==> src/design/jsu_pkg.sv <==
`timescale 1ns / 1ps

package jsu_pkg;

    localparam int MaxResults = 4;
    localparam int CountW     = $clog2(MaxResults + 1);
    localparam int IdxW       = $clog2(MaxResults);

    localparam logic [7:0] CH_NUL    = 8'h00;
    localparam logic [7:0] CH_QUOTE  = 8'h22;
    localparam logic [7:0] CH_BSLASH = 8'h5C;
    localparam logic [7:0] CH_LOW_B  = 8'h62;
    localparam logic [7:0] CH_LOW_F  = 8'h66;
    localparam logic [7:0] CH_LOW_N  = 8'h6E;
    localparam logic [7:0] CH_LOW_R  = 8'h72;
    localparam logic [7:0] CH_LOW_T  = 8'h74;
    localparam logic [7:0] CH_LOW_U  = 8'h75;

    localparam logic [7:0] CTRL_BS   = 8'h08;
    localparam logic [7:0] CTRL_FF   = 8'h0C;
    localparam logic [7:0] CTRL_LF   = 8'h0A;
    localparam logic [7:0] CTRL_CR   = 8'h0D;
    localparam logic [7:0] CTRL_TAB  = 8'h09;

    localparam logic [15:0] HI_SURR_MIN = 16'hD800;
    localparam logic [15:0] HI_SURR_MAX = 16'hDBFF;
    localparam logic [15:0] LO_SURR_MIN = 16'hDC00;
    localparam logic [15:0] LO_SURR_MAX = 16'hDFFF;
    localparam logic [20:0] SUPP_BASE   = 21'h10000;

    typedef enum logic [1:0] {
        ST_DATA     = 2'd0,
        ST_END      = 2'd1,
        ST_NO_QUOTE = 2'd2
    } status_t;

    typedef struct packed {
        logic [MaxResults-1:0][7:0] data;
        logic [CountW-1:0]          count;
        status_t                    status;
    } result_t;

    function automatic result_t utf8_encode(input logic [20:0] cp);
        result_t r;
        r        = '0;
        r.status = ST_DATA;
        if (cp < 21'h80)
        begin
            r.count   = CountW'(1);
            r.data[0] = cp[7:0];
        end
        else if (cp < 21'h800)
        begin
            r.count   = CountW'(2);
            r.data[0] = {3'b110, cp[10:6]};
            r.data[1] = {2'b10, cp[5:0]};
        end
        else if (cp < 21'h10000)
        begin
            r.count   = CountW'(3);
            r.data[0] = {4'b1110, cp[15:12]};
            r.data[1] = {2'b10, cp[11:6]};
            r.data[2] = {2'b10, cp[5:0]};
        end
        else
        begin
            r.count   = CountW'(4);
            r.data[0] = {5'b11110, cp[20:18]};
            r.data[1] = {2'b10, cp[17:12]};
            r.data[2] = {2'b10, cp[11:6]};
            r.data[3] = {2'b10, cp[5:0]};
        end
        return r;
    endfunction

endpackage

==> src/design/jsu_decode.sv <==
`timescale 1ns / 1ps

module jsu_decode
    import jsu_pkg::*;
(
    input  logic       clk,
    input  logic       rst_n,
    input  logic       accept,
    input  logic [7:0] in_byte,
    output result_t    res
);

    typedef enum logic [2:0] {
        M_IDLE = 3'd0,
        M_BODY = 3'd1,
        M_ESC  = 3'd2,
        M_HEX1 = 3'd3,
        M_PBS  = 3'd4,
        M_PU   = 3'd5,
        M_HEX2 = 3'd6
    } mode_t;

    mode_t       mode_reg, mode_next;
    logic [1:0]  cnt_reg, cnt_next;
    logic [15:0] acc_reg, acc_next;
    logic        bad_reg, bad_next;
    logic [9:0]  hi_reg, hi_next;

    mode_t       body_mode;
    result_t     body_res;
    mode_t       esc_mode;
    result_t     esc_res;
    logic        esc_hex;

    logic        digit_ok;
    logic [3:0]  digit;
    logic [15:0] acc_sh;
    logic        bad_sh;
    logic [15:0] uc;
    logic [20:0] pair_cp;

    always_comb
    begin
        body_mode = M_BODY;
        body_res  = '0;
        if (in_byte == CH_QUOTE || in_byte == CH_NUL)
        begin
            body_mode      = M_IDLE;
            body_res.count = CountW'(1);
            body_res.status = ST_END;
        end
        else if (in_byte == CH_BSLASH)
        begin
            body_mode = M_ESC;
        end
        else
        begin
            body_res.count   = CountW'(1);
            body_res.data[0] = in_byte;
        end
    end

    always_comb
    begin
        esc_mode = M_BODY;
        esc_res  = '0;
        esc_hex  = 1'b0;
        esc_res.count = CountW'(1);
        unique case (in_byte)
            CH_NUL:
            begin
                esc_mode       = M_IDLE;
                esc_res.status = ST_END;
            end
            CH_LOW_B: esc_res.data[0] = CTRL_BS;
            CH_LOW_F: esc_res.data[0] = CTRL_FF;
            CH_LOW_N: esc_res.data[0] = CTRL_LF;
            CH_LOW_R: esc_res.data[0] = CTRL_CR;
            CH_LOW_T: esc_res.data[0] = CTRL_TAB;
            CH_LOW_U:
            begin
                esc_mode      = M_HEX1;
                esc_hex       = 1'b1;
                esc_res.count = '0;
            end
            default:  esc_res.data[0] = in_byte;
        endcase
    end

    always_comb
    begin
        digit_ok = 1'b1;
        digit    = 4'd0;
        if (in_byte >= 8'h30 && in_byte <= 8'h39)
            digit = in_byte[3:0];
        else if ((in_byte >= 8'h41 && in_byte <= 8'h46) ||
                 (in_byte >= 8'h61 && in_byte <= 8'h66))
            digit = in_byte[3:0] + 4'd9;
        else
            digit_ok = 1'b0;
    end

    assign acc_sh  = {acc_reg[11:0], digit};
    assign bad_sh  = bad_reg | ~digit_ok;
    assign uc      = bad_sh ? 16'd0 : acc_sh;
    assign pair_cp = SUPP_BASE + {1'b0, hi_reg, acc_sh[9:0]};

    always_comb
    begin
        mode_next = mode_reg;
        cnt_next  = cnt_reg;
        acc_next  = acc_reg;
        bad_next  = bad_reg;
        hi_next   = hi_reg;
        res       = '0;
        unique case (mode_reg)
            M_BODY:
            begin
                mode_next = body_mode;
                res       = body_res;
            end
            M_ESC:
            begin
                mode_next = esc_mode;
                res       = esc_res;
                if (esc_hex)
                begin
                    cnt_next = 2'd0;
                    acc_next = 16'd0;
                    bad_next = 1'b0;
                end
            end
            M_HEX1, M_HEX2:
            begin
                if (in_byte == CH_NUL)
                begin
                    mode_next  = M_IDLE;
                    res.count  = CountW'(1);
                    res.status = ST_END;
                end
                else
                begin
                    acc_next = acc_sh;
                    bad_next = bad_sh;
                    if (cnt_reg == 2'd3)
                    begin
                        cnt_next  = 2'd0;
                        mode_next = M_BODY;
                        if (mode_reg == M_HEX1)
                        begin
                            if (uc >= HI_SURR_MIN && uc <= HI_SURR_MAX)
                            begin
                                hi_next   = uc[9:0];
                                mode_next = M_PBS;
                            end
                            else if (uc != 16'd0 &&
                                     !(uc >= LO_SURR_MIN && uc <= LO_SURR_MAX))
                            begin
                                res = utf8_encode({5'd0, uc});
                            end
                        end
                        else if (!bad_sh && acc_sh >= LO_SURR_MIN && acc_sh <= LO_SURR_MAX)
                        begin
                            res = utf8_encode(pair_cp);
                        end
                    end
                    else
                    begin
                        cnt_next = cnt_reg + 2'd1;
                    end
                end
            end
            M_PBS:
            begin
                if (in_byte == CH_BSLASH)
                begin
                    mode_next = M_PU;
                end
                else
                begin
                    mode_next = body_mode;
                    res       = body_res;
                end
            end
            M_PU:
            begin
                if (in_byte == CH_LOW_U)
                begin
                    mode_next = M_HEX2;
                    cnt_next  = 2'd0;
                    acc_next  = 16'd0;
                    bad_next  = 1'b0;
                end
                else
                begin
                    mode_next = esc_mode;
                    res       = esc_res;
                    if (esc_hex)
                    begin
                        cnt_next = 2'd0;
                        acc_next = 16'd0;
                        bad_next = 1'b0;
                    end
                end
            end
            default:
            begin
                if (in_byte == CH_QUOTE)
                begin
                    mode_next = M_BODY;
                end
                else
                begin
                    mode_next  = M_IDLE;
                    res.count  = CountW'(1);
                    res.status = ST_NO_QUOTE;
                end
            end
        endcase
    end

    always_ff @(posedge clk or negedge rst_n)
    begin
        if (!rst_n)
        begin
            mode_reg <= M_IDLE;
            cnt_reg  <= 2'd0;
            acc_reg  <= 16'd0;
            bad_reg  <= 1'b0;
            hi_reg   <= 10'd0;
        end
        else if (accept)
        begin
            mode_reg <= mode_next;
            cnt_reg  <= cnt_next;
            acc_reg  <= acc_next;
            bad_reg  <= bad_next;
            hi_reg   <= hi_next;
        end
    end

endmodule

==> src/design/jsu_emit.sv <==
`timescale 1ns / 1ps

module jsu_emit
    import jsu_pkg::*;
(
    input  logic       clk,
    input  logic       rst_n,
    input  logic       load,
    input  result_t    res,
    output logic       ready,
    output logic       out_valid,
    input  logic       out_stall,
    output logic [7:0] out_byte,
    output logic [1:0] status,
    output logic       last_of_run
);

    logic [MaxResults-1:0][7:0] data_reg;
    logic [CountW-1:0]          count_reg;
    logic [IdxW-1:0]            idx_reg;
    status_t                    status_reg;
    logic                       valid_reg;
    logic                       take;

    assign out_valid   = valid_reg;
    assign out_byte    = data_reg[idx_reg];
    assign status      = status_reg;
    assign last_of_run = (CountW'(idx_reg) + CountW'(1)) == count_reg;
    assign take        = valid_reg & ~out_stall;
    assign ready       = ~valid_reg | (take & last_of_run);

    always_ff @(posedge clk or negedge rst_n)
    begin
        if (!rst_n)
        begin
            valid_reg <= 1'b0;
            idx_reg   <= '0;
        end
        else if (load)
        begin
            valid_reg <= 1'b1;
            idx_reg   <= '0;
        end
        else if (take)
        begin
            if (last_of_run)
                valid_reg <= 1'b0;
            else
                idx_reg <= idx_reg + IdxW'(1);
        end
    end

    always_ff @(posedge clk)
    begin
        if (load)
        begin
            data_reg   <= res.data;
            count_reg  <= res.count;
            status_reg <= res.status;
        end
    end

endmodule

==> src/design/json_string_unescape_utf8.sv <==
// Results of an item appear in the cycle after the item is accepted.
// Throughput: one item per cycle while each item yields at most one result and the output does not stall;
// an item that yields more than one result (up to four UTF-8 bytes) holds input while the
// single result register drains them, one byte per cycle unless the output stalls.
// Reset (rst_n, async, active low): decoder returns to waiting for the opening quote.
`timescale 1ns / 1ps

module json_string_unescape_utf8
    import jsu_pkg::*;
(
    input  logic       clk,
    input  logic       rst_n,
    input  logic       in_valid,
    output logic       in_stall,
    input  logic [7:0] in_byte,
    output logic       out_valid,
    input  logic       out_stall,
    output logic [7:0] out_byte,
    output logic [1:0] status,
    output logic       last_of_run
);

    logic    accept;
    logic    ready;
    logic    load;
    result_t res;

    assign in_stall = ~ready;
    assign accept   = in_valid & ready;
    assign load     = accept & (res.count != '0);

    jsu_decode u_decode (
        .clk     (clk),
        .rst_n   (rst_n),
        .accept  (accept),
        .in_byte (in_byte),
        .res     (res)
    );

    jsu_emit u_emit (
        .clk         (clk),
        .rst_n       (rst_n),
        .load        (load),
        .res         (res),
        .ready       (ready),
        .out_valid   (out_valid),
        .out_stall   (out_stall),
        .out_byte    (out_byte),
        .status      (status),
        .last_of_run (last_of_run)
    );

    a_single_non_data: assert property (@(posedge clk) disable iff (!rst_n)
        out_valid && status != ST_DATA |-> last_of_run && out_byte == 8'd0)
        else $error("non-data result not a single zero-byte result");

    a_stall_only_busy: assert property (@(posedge clk) disable iff (!rst_n)
        in_stall |-> out_valid)
        else $error("input stalled with no pending result");

    a_run_continues: assert property (@(posedge clk) disable iff (!rst_n)
        out_valid && !out_stall && !last_of_run |=> out_valid && status == ST_DATA)
        else $error("multi-byte run broken");

    a_load_counts: assert property (@(posedge clk) disable iff (!rst_n)
        load |-> res.count <= CountW'(MaxResults))
        else $error("result count out of range");

endmodule

==> config.mk <==
export PLATFORM = sky130hd
export DESIGN_NAME = json_string_unescape_utf8
export DESIGN_NICKNAME = d
export VERILOG_FILES = /design/src/design/jsu_pkg.sv /design/src/design/jsu_decode.sv /design/src/design/jsu_emit.sv /design/src/design/json_string_unescape_utf8.sv
export SDC_FILE = /design/constraint.sdc
export NUM_CORES = 1
export LEC_CHECK = 0
export BUFFER_PORTS_ARGS = -buffer_cell sky130_fd_sc_hd__buf_4
export CORE_UTILIZATION = 60
export CTS_CLUSTER_SIZE = 24
export DETAILED_ROUTE_END_ITERATION = 7
export PLACE_DENSITY = 0.77
export SYNTH_ARGS = -nofsm -noshare
export SYNTH_HDL_FRONTEND = slang
export SYNTH_HIERARCHICAL = 1
export SYNTH_SLANG_ARGS = --single-unit
==> constraint.sdc <==
create_clock -name clk -period 5.15 [get_ports clk]
set_input_delay 0.7725 -clock clk [delete_from_list [all_inputs] [get_ports clk]]
set_output_delay 0.7725 -clock clk [all_outputs]
set_load 0.02 [all_outputs]
==> results of run 1 <==
worst paths after layout:
kind / start / to / slack [ns] / depth (start not counted)
worst max register to register: u_decode/hi_reg[6] / u_emit/idx_reg[0] / 1.22 / 11
min in group clk: u_decode/cnt_reg[0] / u_decode/cnt_reg[0] / 0.50 / 1
worst max-delay path: in_byte[0] / u_emit/idx_reg[0] / 0.99 / 13
worst min-delay path: rst_n / u_decode/mode_reg[0] / 0.35 / 1
worst min register to register: u_decode/cnt_reg[0] / u_decode/cnt_reg[0] / 0.50 / 1
max in group asynchronous: rst_n / u_decode/hi_reg[4] / 4.50 / 1
worst register-to-register path: stages (launching register included):
cell,delay (ns)
dfrtp_1,0.48
ha_1,0.37
nor2_1,0.19
o211a_1,0.30
nand3_1,0.29
a41oi_4,0.46
or2_1,0.37
a21oi_1,0.11
o311a_2,0.51
and2b_2,0.25
or4b_1,0.44
nand3_1,0.10
cells by family after synthesis:
| group | synth area share, % |
|---|---|
| AO/OA/AOI/OAI | 25.4 |
| XOR/XNOR | 0.903 |
| adder cells (fa/ha/maj) | 1.81 |
| buffers and inverters | 5.01 |
| flip-flops | 38.9 |
| multiplexers | 5.39 |
| other | 0.0773 |
| AND/OR/NAND/NOR | 22.5 |
where the power goes:
group / switching (mW) / internal [mW]
Sequential: 0.0511 / 0.662
Clock: 0.226 / 0.230
Combinational: 0.264 / 0.208
Total: 0.542 / 1.10
metal layers:
metal / track usage [%] / vias up / share of wire (%)
met5: 0 / - / 0
met4: 13.2 / 0 / 3.5
met3: 7.21 / 43 / 9.6
met2: 50.2 / 265 / 46
met1: 45.1 / 2113 / 41
li1: - / 1975 / -
through the flow:
| stage | cells | utilization, % | hold slack (ns) | area, µm² |
|---|---|---|---|---|
| after floorplan | 516 | - | 0.461 | 4860 |
| after global placement | 609 | 64.7 | 0.485 | 5020 |
| after detailed placement | 609 | 64.7 | 0.497 | 5020 |
| after CTS | 625 | 67.3 | 0.349 | 5230 |
| after global routing | 625 | 67.3 | 0.370 | 5230 |
| final | 625 | 67.3 | 0.345 | 5230 |
cell usage in the layout (no fill, tap or decap), types with 4 or more instances in the layout:
master and n:
xor2_1 4, nand3_1 12, mux4_1 7, and2_1 10, a22oi_1 10, nor4_1 6
edfxtp_1 37, o21ai_1 10, nor2_1 43, ha_1 7, nor3_1 13, nand2b_1 4
a211oi_1 7, o31ai_1 4, a211o_1 4, buf_4 30, clkbuf_8 9, a21oi_1 40
nor2b_1 7, o21ai_0 31, o2111ai_1 4, a22o_1 9, dfrtp_1 31, mux2_1 4
and3_1 7, or3_1 4, nand2_1 52, inv_1 13, a221oi_1 4
final cells by class:
| cell class | instances | area, µm² |
|---|---|---|
| Clock inverter | 7 | 81.3 |
| Sequential cell | 68 | 1890 |
| Clock buffer | 9 | 124 |
| Tap cell | 102 | 128 |
| Multi-Input combinational cell | 394 | 2730 |
| Inverter | 15 | 56.3 |
| Fill cell | 620 | 2540 |
| Timing Repair Buffer | 30 | 225 |
==> flow_summary.json, run 1 <==
{
  "fin_ws_ns": 0.988,
  "cts-root-buf": "clkbuf_8",
  "drt_wl_total_mm": 13.3,
  "cts_tree": "done",
  "syn-mean-instance-area_um2": 9.43,
  "yosysMostFrequentCell": "nand2_1",
  "place_congestion": 1.03,
  "antenna_found_initial": 0,
  "synth_edf_count": 37,
  "finalSetupViolCount": 0,
  "grt_usage_pct": 32.7,
  "rsz0062_at_grt": "no",
  "ys_ff_latch": 68,
  "grt-ovfl-total": 0,
  "crit_fanout": 10,
  "route.detailed.drc": 0,
  "status": "finished clean",
  "worstMarginPinSlew_ns": 1.11,
  "critPathRequiredTime_ns": 5.43,
  "dieArea_um2": 8440,
  "critPathTopFamily": "compound AO/OA/AOI/OAI gates",
  "syn_area_um2": 4850,
  "drt_pre_antenna_iters": 5,
  "area.growth.synth_to_final_pct": 7.85,
  "fp.dieW_um": 91.9,
  "grt_pass1_vias": 4014,
  "vias_per_cell": 7.03,
  "final_nets": 537,
  "synth_top_cell_by_area": "edfxtp_1",
  "crit_chain": "buf_4 -> inv_1 -> ha_1 -> or3b_1 -> and3_1 -> o211ai_1 -> a2111oi_0 -> a2111oi_0 -> o31ai_1 -> o311a_2 -> and2b_2 -> or4b_1 -> nand3_1",
  "relSlewSlack_pct": 25.3,
  "finalCritPeriodShare_pct": 80.8,
  "post-place-ws_ns": 0.688,
  "numCtsBuffers": 9,
  "antenna_left": 0,
  "synth_cell_types": 93,
  "maxCapViolCount": 0,
  "dpl.hpwl_mm": 9.46,
  "die_y_um": 91.9,
  "min_period_ns": 4.16,
  "fin_tns_setup_ns": 0,
  "async_reset_ff_share_pct": 45.6,
  "cp_common_cell": "a2111oi_0",
  "ioPinCount": 25,
  "fin_skew_ns": 0.00990,
  "p_leak_nw": 1.92,
  "worstPathArrival_ns": 4.44,
  "cp-start-kind": "primary input",
  "ys_warn_count": 6,
  "clk_latency_ns": 0.35,
  "cp_slowest_cell": "o311a_2",
  "num_rows": 32,
  "initial_core_util_pct": 62.4,
  "netlist_instances": 514,
  "cts.clk_slew.worst_paths_ns": 0.08,
  "power_density_nw_per_um2": 314,
  "drive_gt1_share_pct": 14.3,
  "drt_iter0_markers": 649,
  "synth_top_area_share_pct": 22.9,
  "synth_area_leaders": "edfxtp_1, dfrtp_1, a21oi_1, nand2_1, mux4_1",
  "num_vias": 4396,
  "slew_violations": 0,
  "clkSinkCount": 68,
  "worst_hold_path_type": "primary input to async pin",
  "worst-setup-path-type": "primary input to flip-flop",
  "ys.flop_type": "edfxtp_1",
  "grt_pass1_wl_mm": 21.2,
  "hold_buffers": 0,
  "synth_seq_area_share_pct": 38.9,
  "cts_max_path_buffers": 2,
  "synth.top_cells.by_count": "nand2_1, nor2_1, a21oi_1",
  "port-buffer-count": 24,
  "largest_reg_flops": 32,
  "post_drt_wl_per_cell_um": 21.3,
  "n_antenna_cell": 0,
  "endpoint_kind": "flip-flop",
  "grt_start_max_net_pins": 34,
  "cp_num_buf_inv": 2,
  "cts_resized": 0,
  "total_power_mw": 1.64,
  "core_um2": 7770,
  "postCtsSetupRepairBufs": 0,
  "hold_violations": 0,
  "critical-path-max-stage-delay_ns": 0.51,
  "fmaxAchievable_ghz": 0.240,
  "peakVddDrop_mv": 0.161,
  "h-tree-depth": 3
}
Power figures use the tool's default switching activity.
==> run 2, diff against run 1 <==
--- a/config.mk
+++ b/config.mk
@@ -6,10 +6,10 @@
 export NUM_CORES = 1
 export LEC_CHECK = 0
 export BUFFER_PORTS_ARGS = -buffer_cell sky130_fd_sc_hd__buf_4
-export CORE_UTILIZATION = 60
+export CORE_UTILIZATION = 56
 export CTS_CLUSTER_SIZE = 24
 export DETAILED_ROUTE_END_ITERATION = 7
-export PLACE_DENSITY = 0.77
+export PLACE_DENSITY = 0.76
 export SYNTH_ARGS = -nofsm -noshare
 export SYNTH_HDL_FRONTEND = slang
 export SYNTH_HIERARCHICAL = 1
==> constraint.sdc (replaced) <==
create_clock -name clk -period 3.45 [get_ports clk]
set_input_delay 0.5175 -clock clk [delete_from_list [all_inputs] [get_ports clk]]
set_output_delay 0.5175 -clock clk [all_outputs]
set_load 0.02 [all_outputs]
==> flow_summary.json, run 2 (synthesis gave the netlist of run 1 again) <==
{
  "finalSetupViolCount": 0,
  "clk_latency_ns": 0.35,
  "worst-setup-path-type": "flip-flop to flip-flop",
  "place_congestion": 0.986,
  "post-place-ws_ns": -0.141,
  "slew_violations": 0,
  "netSwitchingPower_uw": 857,
  "cts_max_path_buffers": 2,
  "hold_violations": 0,
  "drt_iter0_markers": 590,
  "p_seq_share_pct": 41.3,
  "finalCritPeriodShare_pct": 96.6,
  "cts_resized": 0,
  "relSlewSlack_pct": 45.5,
  "endpoint_kind": "flip-flop",
  "cp_slowest_cell": "or4_4",
  "post_drt_wl_per_cell_um": 22.0,
  "switching_share_pct": 34.4,
  "cp.depth": 9,
  "maxCapViolCount": 0,
  "combPwrFrac_pct": 35.5,
  "critical-path-max-stage-delay_ns": 0.60,
  "grt_pass1_wl_mm": 23.5,
  "antenna_found_initial": 1,
  "drt_wl_total_mm": 15.1,
  "crit_start": "u_decode/acc_reg[11]",
  "status": "finished clean",
  "fin_util_pct": 69.4,
  "final_nets": 597,
  "worstPathArrival_ns": 3.61,
  "layout_commonest_cell": "buf_4",
  "cts_tree": "done",
  "critPathRequiredTime_ns": 3.73,
  "num_rows": 33,
  "initial_core_util_pct": 58.4,
  "whs_ns": 0.104,
  "reg2reg_from": "u_decode/acc_reg[11]",
  "p_leak_nw": 2.20,
  "final_cell_mix": "buf_4, nand2_1, nor2_1, a21oi_1, edfxtp_1",
  "p_clk_share_pct": 23.2,
  "dieArea_um2": 9030,
  "power_density_nw_per_um2": 433,
  "grt_usage_pct": 35.2,
  "crit_chain": "or4_4 -> nor4b_4 -> nand4_2 -> a2111oi_4 -> o31ai_2 -> o311a_4 -> nor4bb_1 -> a22oi_1 -> nand3_1",
  "vias_per_cell": 6.79,
  "largest_reg_flops": 32,
  "antenna_left": 0,
  "cts.clk_slew.worst_paths_ns": 0.07,
  "cp-start-kind": "flip-flop",
  "numCtsBuffers": 9,
  "n_antenna_cell": 0,
  "drt_pre_antenna_iters": 6,
  "critPathTopFamily": "simple AND/OR/NAND/NOR gates",
  "fin_ws_ns": 0.118,
  "fmaxAchievable_ghz": 0.300,
  "fin_skew_ns": 0.0164,
  "worstMarginPinSlew_ns": 0.814,
  "hold_buffers": 0,
  "num_vias": 4671,
  "power.internal_mw": 1.64,
  "area.growth.synth_to_final_pct": 18.8,
  "fp.dieW_um": 95.0,
  "crit_fanout": 6,
  "postCtsSetupRepairBufs": 0,
  "clkSinkCount": 68,
  "peakVddDrop_mv": 0.240,
  "drive_gt1_share_pct": 24.5,
  "cp_num_buf_inv": 0,
  "grt_pass1_vias": 4282,
  "ioPinCount": 25,
  "route.detailed.drc": 0,
  "min_period_ns": 3.33,
  "grt-ovfl-total": 0,
  "core_um2": 8300,
  "rr_worst_depth": 9,
  "worst_hold_path_type": "primary input to async pin",
  "die_y_um": 95.0,
  "h-tree-depth": 3,
  "port-buffer-count": 24,
  "rsz0062_at_grt": "no",
  "dpl.hpwl_mm": 11.4,
  "cts-root-buf": "clkbuf_8",
  "grt_start_max_net_pins": 32
}
==> run 2: changes by cell type in the layout (fill, tap and decap cells not counted), moves of 2 or more <==
cell | previous run | this run
clkinvlp_4 | 1 | 3
ha_4 | 0 | 2
inv_1 | 13 | 11
ha_1 | 7 | 5
buf_4 | 30 | 89
clkinv_4 | 2 | 0
==> run 2: per-layer routing <==
layer | vias to the layer above | GRT usage, % | part of all wire, %
met1 | 2248 | 46.6 | 41
met5 | - | 0 | 0.086
met4 | 2 | 10.1 | 2.8
met2 | 273 | 58.2 | 48
met3 | 52 | 7.50 | 8.6
li1 | 2096 | - | -
==> run 2: power groups by stage <==
stage                     registers, mW  logic [mW]  clock network [mW]
after floorplan                    1.04       0.518                   0
after global placement             1.04       0.834                   0
after detailed placement           1.05       0.871                   0
after CTS                          1.03       0.876               0.590
after global routing               1.04       0.950               0.626
final                              1.03       0.885               0.579
==> run 2: final cells by class <==
cell class	count	area, µm²
multi-input cells	394	2810
fillers	675	2540
flip-flops and latches	68	1890
repair buffers	90	688
well taps	105	131
clock buffers	10	128
inverters	15	77.6
clock inverters	6	40.0
==> run 2: path summary, 6_finish.rpt <==
path / slack [ns] / endpoint
max in group asynchronous: 3.00 / u_decode/acc_reg[10]
min in group clk: 0.50 / u_decode/cnt_reg[0]
hold reg to reg: 0.50 / u_decode/cnt_reg[0]
hold / removal: 0.10 / u_emit/idx_reg[0]
setup / recovery: 0.12 / u_emit/idx_reg[1]
setup reg to reg: 0.12 / u_emit/idx_reg[1]
==> run 2: per-stage QoR <==
stage / power, mW / instance area, µm² / cells / setup TNS [ns]
floorplan: 1.56 / 4960 / 516 / -0.108
global placement: 1.87 / 5570 / 672 / -0.0599
detailed placement: 1.92 / 5570 / 672 / -0.261
CTS: 2.50 / 5740 / 688 / 0
global route: 2.61 / 5760 / 688 / 0
finish: 2.49 / 5760 / 688 / 0
==> run 3, diff against run 2 <==
--- a/config.mk
+++ b/config.mk
@@ -5,7 +5,9 @@
 export SDC_FILE = /design/constraint.sdc
 export NUM_CORES = 1
 export LEC_CHECK = 0
+export ABC_AREA = 1
 export BUFFER_PORTS_ARGS = -buffer_cell sky130_fd_sc_hd__buf_4
+export CAP_MARGIN = 0
 export CORE_UTILIZATION = 56
 export CTS_CLUSTER_SIZE = 24
 export DETAILED_ROUTE_END_ITERATION = 7
==> flow_summary.json, run 3 <==
{
  "grt_start_max_net_pins": 32,
  "post_drt_wl_per_cell_um": 18.1,
  "post-place-ws_ns": 0.0853,
  "grt_pass1_vias": 4169,
  "critPathRequiredTime_ns": 3.73,
  "crit_fanout": 9,
  "fmaxAchievable_ghz": 0.321,
  "grt_usage_pct": 32.6,
  "num_rows": 33,
  "cts_max_path_buffers": 2,
  "combPwrFrac_pct": 38.6,
  "power.internal_mw": 1.80,
  "final_nets": 668,
  "p_clk_share_pct": 20.6,
  "status": "finished clean",
  "total_power_mw": 3.03,
  "maxCapViolCount": 0,
  "fin_util_pct": 63.9,
  "grt-ovfl-total": 0,
  "antenna_left": 0,
  "cp_common_cell": "nand2_1",
  "power_density_nw_per_um2": 579,
  "slew_violations": 0,
  "core_um2": 8180,
  "worst-setup-path-type": "flip-flop to flip-flop",
  "h-tree-depth": 3,
  "dpl.hpwl_mm": 10.6,
  "final-instance-count-excl-fill": 759,
  "fin_ws_ns": 0.333,
  "cp-start-kind": "flip-flop",
  "placedCellCount": 743,
  "n_antenna_cell": 0,
  "fill_cells": 728,
  "ys.flop_type": "edfxtp_1",
  "worstPathArrival_ns": 3.40,
  "synth_top_cell_by_area": "edfxtp_1",
  "rr_worst_depth": 17,
  "fin_tns_setup_ns": 0,
  "finalCritPeriodShare_pct": 90.3,
  "drt_wl_total_mm": 13.8,
  "drt_iter0_markers": 443,
  "finalSetupViolCount": 0,
  "fin_skew_ns": 0.0133,
  "ioPinCount": 25,
  "postCtsSetupRepairBufs": 0,
  "min_period_ns": 3.12,
  "hold_violations": 0,
  "cts-root-buf": "clkbuf_8",
  "hold_buffers": 0,
  "critical-path-max-stage-delay_ns": 0.44,
  "route.detailed.drc": 0,
  "initial_core_util_pct": 57.7,
  "crit_chain": "ha_1 -> xor2_1 -> nor2_1 -> nand3_1 -> nor2_2 -> nand2_4 -> nor2_1 -> nand2_1 -> nand4_1 -> inv_1 -> nor2_1 -> a21oi_4 -> inv_2 -> nand4_1 -> nand2_1 -> nand2_1 -> nand2_1",
  "antenna_found_initial": 0,
  "synth_seq_area_share_pct": 40.0,
  "drt_pre_antenna_iters": 5,
  "dieArea_um2": 8800,
  "clk_latency_ns": 0.34,
  "p_leak_nw": 2.29,
  "cp_slowest_cell": "dfrtp_1",
  "yosysMostFrequentCell": "nand2_1",
  "worst_hold_path_type": "primary input to async pin",
  "cts_tree": "done",
  "async_reset_ff_share_pct": 45.6,
  "syn_area_um2": 4720,
  "relSlewSlack_pct": 52.8,
  "place_congestion": 0.970,
  "grt_pass1_wl_mm": 21.4,
  "ys_ff_latch": 68,
  "synth_top_area_share_pct": 23.5,
  "ys_warn_count": 6,
  "vias_per_cell": 6.08,
  "fp.dieW_um": 93.8,
  "area.growth.synth_to_final_pct": 10.7,
  "cts_resized": 0,
  "syn-mean-instance-area_um2": 7.64,
  "layout_commonest_cell": "nand2_1",
  "clkSinkCount": 68,
  "die_y_um": 93.8,
  "port-buffer-count": 24,
  "synth_area_leaders": "edfxtp_1, dfrtp_1, nand2_1, inv_1, o21ai_0",
  "numCtsBuffers": 9,
  "synth.top_cells.by_count": "nand2_1, inv_1, nor2_1",
  "num_vias": 4616,
  "rsz0062_at_grt": "no",
  "netlist_instances": 618,
  "switching_share_pct": 40.6,
  "p_seq_share_pct": 40.8,
  "largest_reg_flops": 32,
  "netSwitchingPower_mw": 1.23,
  "synth_cell_types": 48,
  "drive_gt1_share_pct": 13.6,
  "cts.clk_slew.worst_paths_ns": 0.07,
  "peakVddDrop_mv": 0.484,
  "synth_edf_count": 37,
  "worstMarginPinSlew_ns": 0.707,
  "endpoint_kind": "flip-flop",
  "final_cell_mix": "nand2_1, inv_1, nor2_1, o21ai_0"
}
## run 3: final cells by class
class	count	area [µm²]	area share [%]
timing repair buffer	37	290	5.55
inverter	99	377	7.20
clock buffer	11	131	2.51
tap	105	131	2.51
multi-input combinational	434	2360	45.1
clock inverter	5	52.6	1.01
sequential	68	1890	36.1
## run 3: power groups by stage
| stage | Sequential, mW | Combinational, mW | Clock, mW |
|---|---|---|---|
| floorplan | 1.20 | 0.797 | 0 |
| global placement | 1.24 | 1.13 | 0 |
| detailed placement | 1.24 | 1.16 | 0 |
| CTS | 1.23 | 1.16 | 0.629 |
| global route | 1.25 | 1.27 | 0.669 |
| finish | 1.24 | 1.17 | 0.623 |
## run 3: per-stage QoR
step                      cell area (µm²)  hold slack (ns)
after floorplan                      4740            0.222
after global placement               5040            0.464
after detailed placement             5040            0.475
after CTS                            5230            0.130
after global routing                 5230            0.140
final                                5230            0.120
## run 3: critical path, delay by kind of cell (launching register included)
family	cells	cell delay, ns
buffers and inverters	2	0.19
adders and majority gates	1	0.25
AOI/OAI and AO/OA	1	0.11
and+or+nand+nor	12	1.91
xor gates and xnor gates	1	0.15
DFF	1	0.44
## run 3: path summary, 6_finish.rpt
check / slack (ns) / startpoint / to
worst max-delay path: 0.33 / u_decode/hi_reg[6] / u_emit/idx_reg[0]
worst min-delay path: 0.12 / rst_n / u_decode/hi_reg[1]
worst max register to register: 0.33 / u_decode/hi_reg[6] / u_emit/idx_reg[0]
worst min register to register: 0.49 / u_decode/cnt_reg[0] / u_decode/cnt_reg[0]
max in group asynchronous: 3.01 / rst_n / u_decode/acc_reg[10]
min in group clk: 0.42 / out_stall / u_emit/out_valid
## run 3: cell families (layout without fill, tap and decap cells)
| kind of cell | count (synthesis) | after routing | synth area share [%] |
|---|---|---|---|
| XOR/XNOR | 3 | 3 | 0.716 |
| flip-flops | 68 | 68 | 40.0 |
| other | 1 | 3 | 0.0794 |
| adder cells (fa/ha/maj) | 7 | 7 | 1.86 |
| buffers and inverters | 118 | 152 | 10.4 |
| AND/OR/NAND/NOR | 273 | 273 | 28.2 |
| AO/OA/AOI/OAI | 148 | 148 | 18.8 |
## run 3: metal layers
layer | GRT usage [%] | wire, µm | up-vias
li1 | - | - | 2172
met1 | 44.7 | 5850 | 2119
met2 | 50.1 | 6120 | 281
met3 | 8.17 | 1310 | 44
met4 | 11.4 | 463 | 0
met5 | 0 | 0 | -
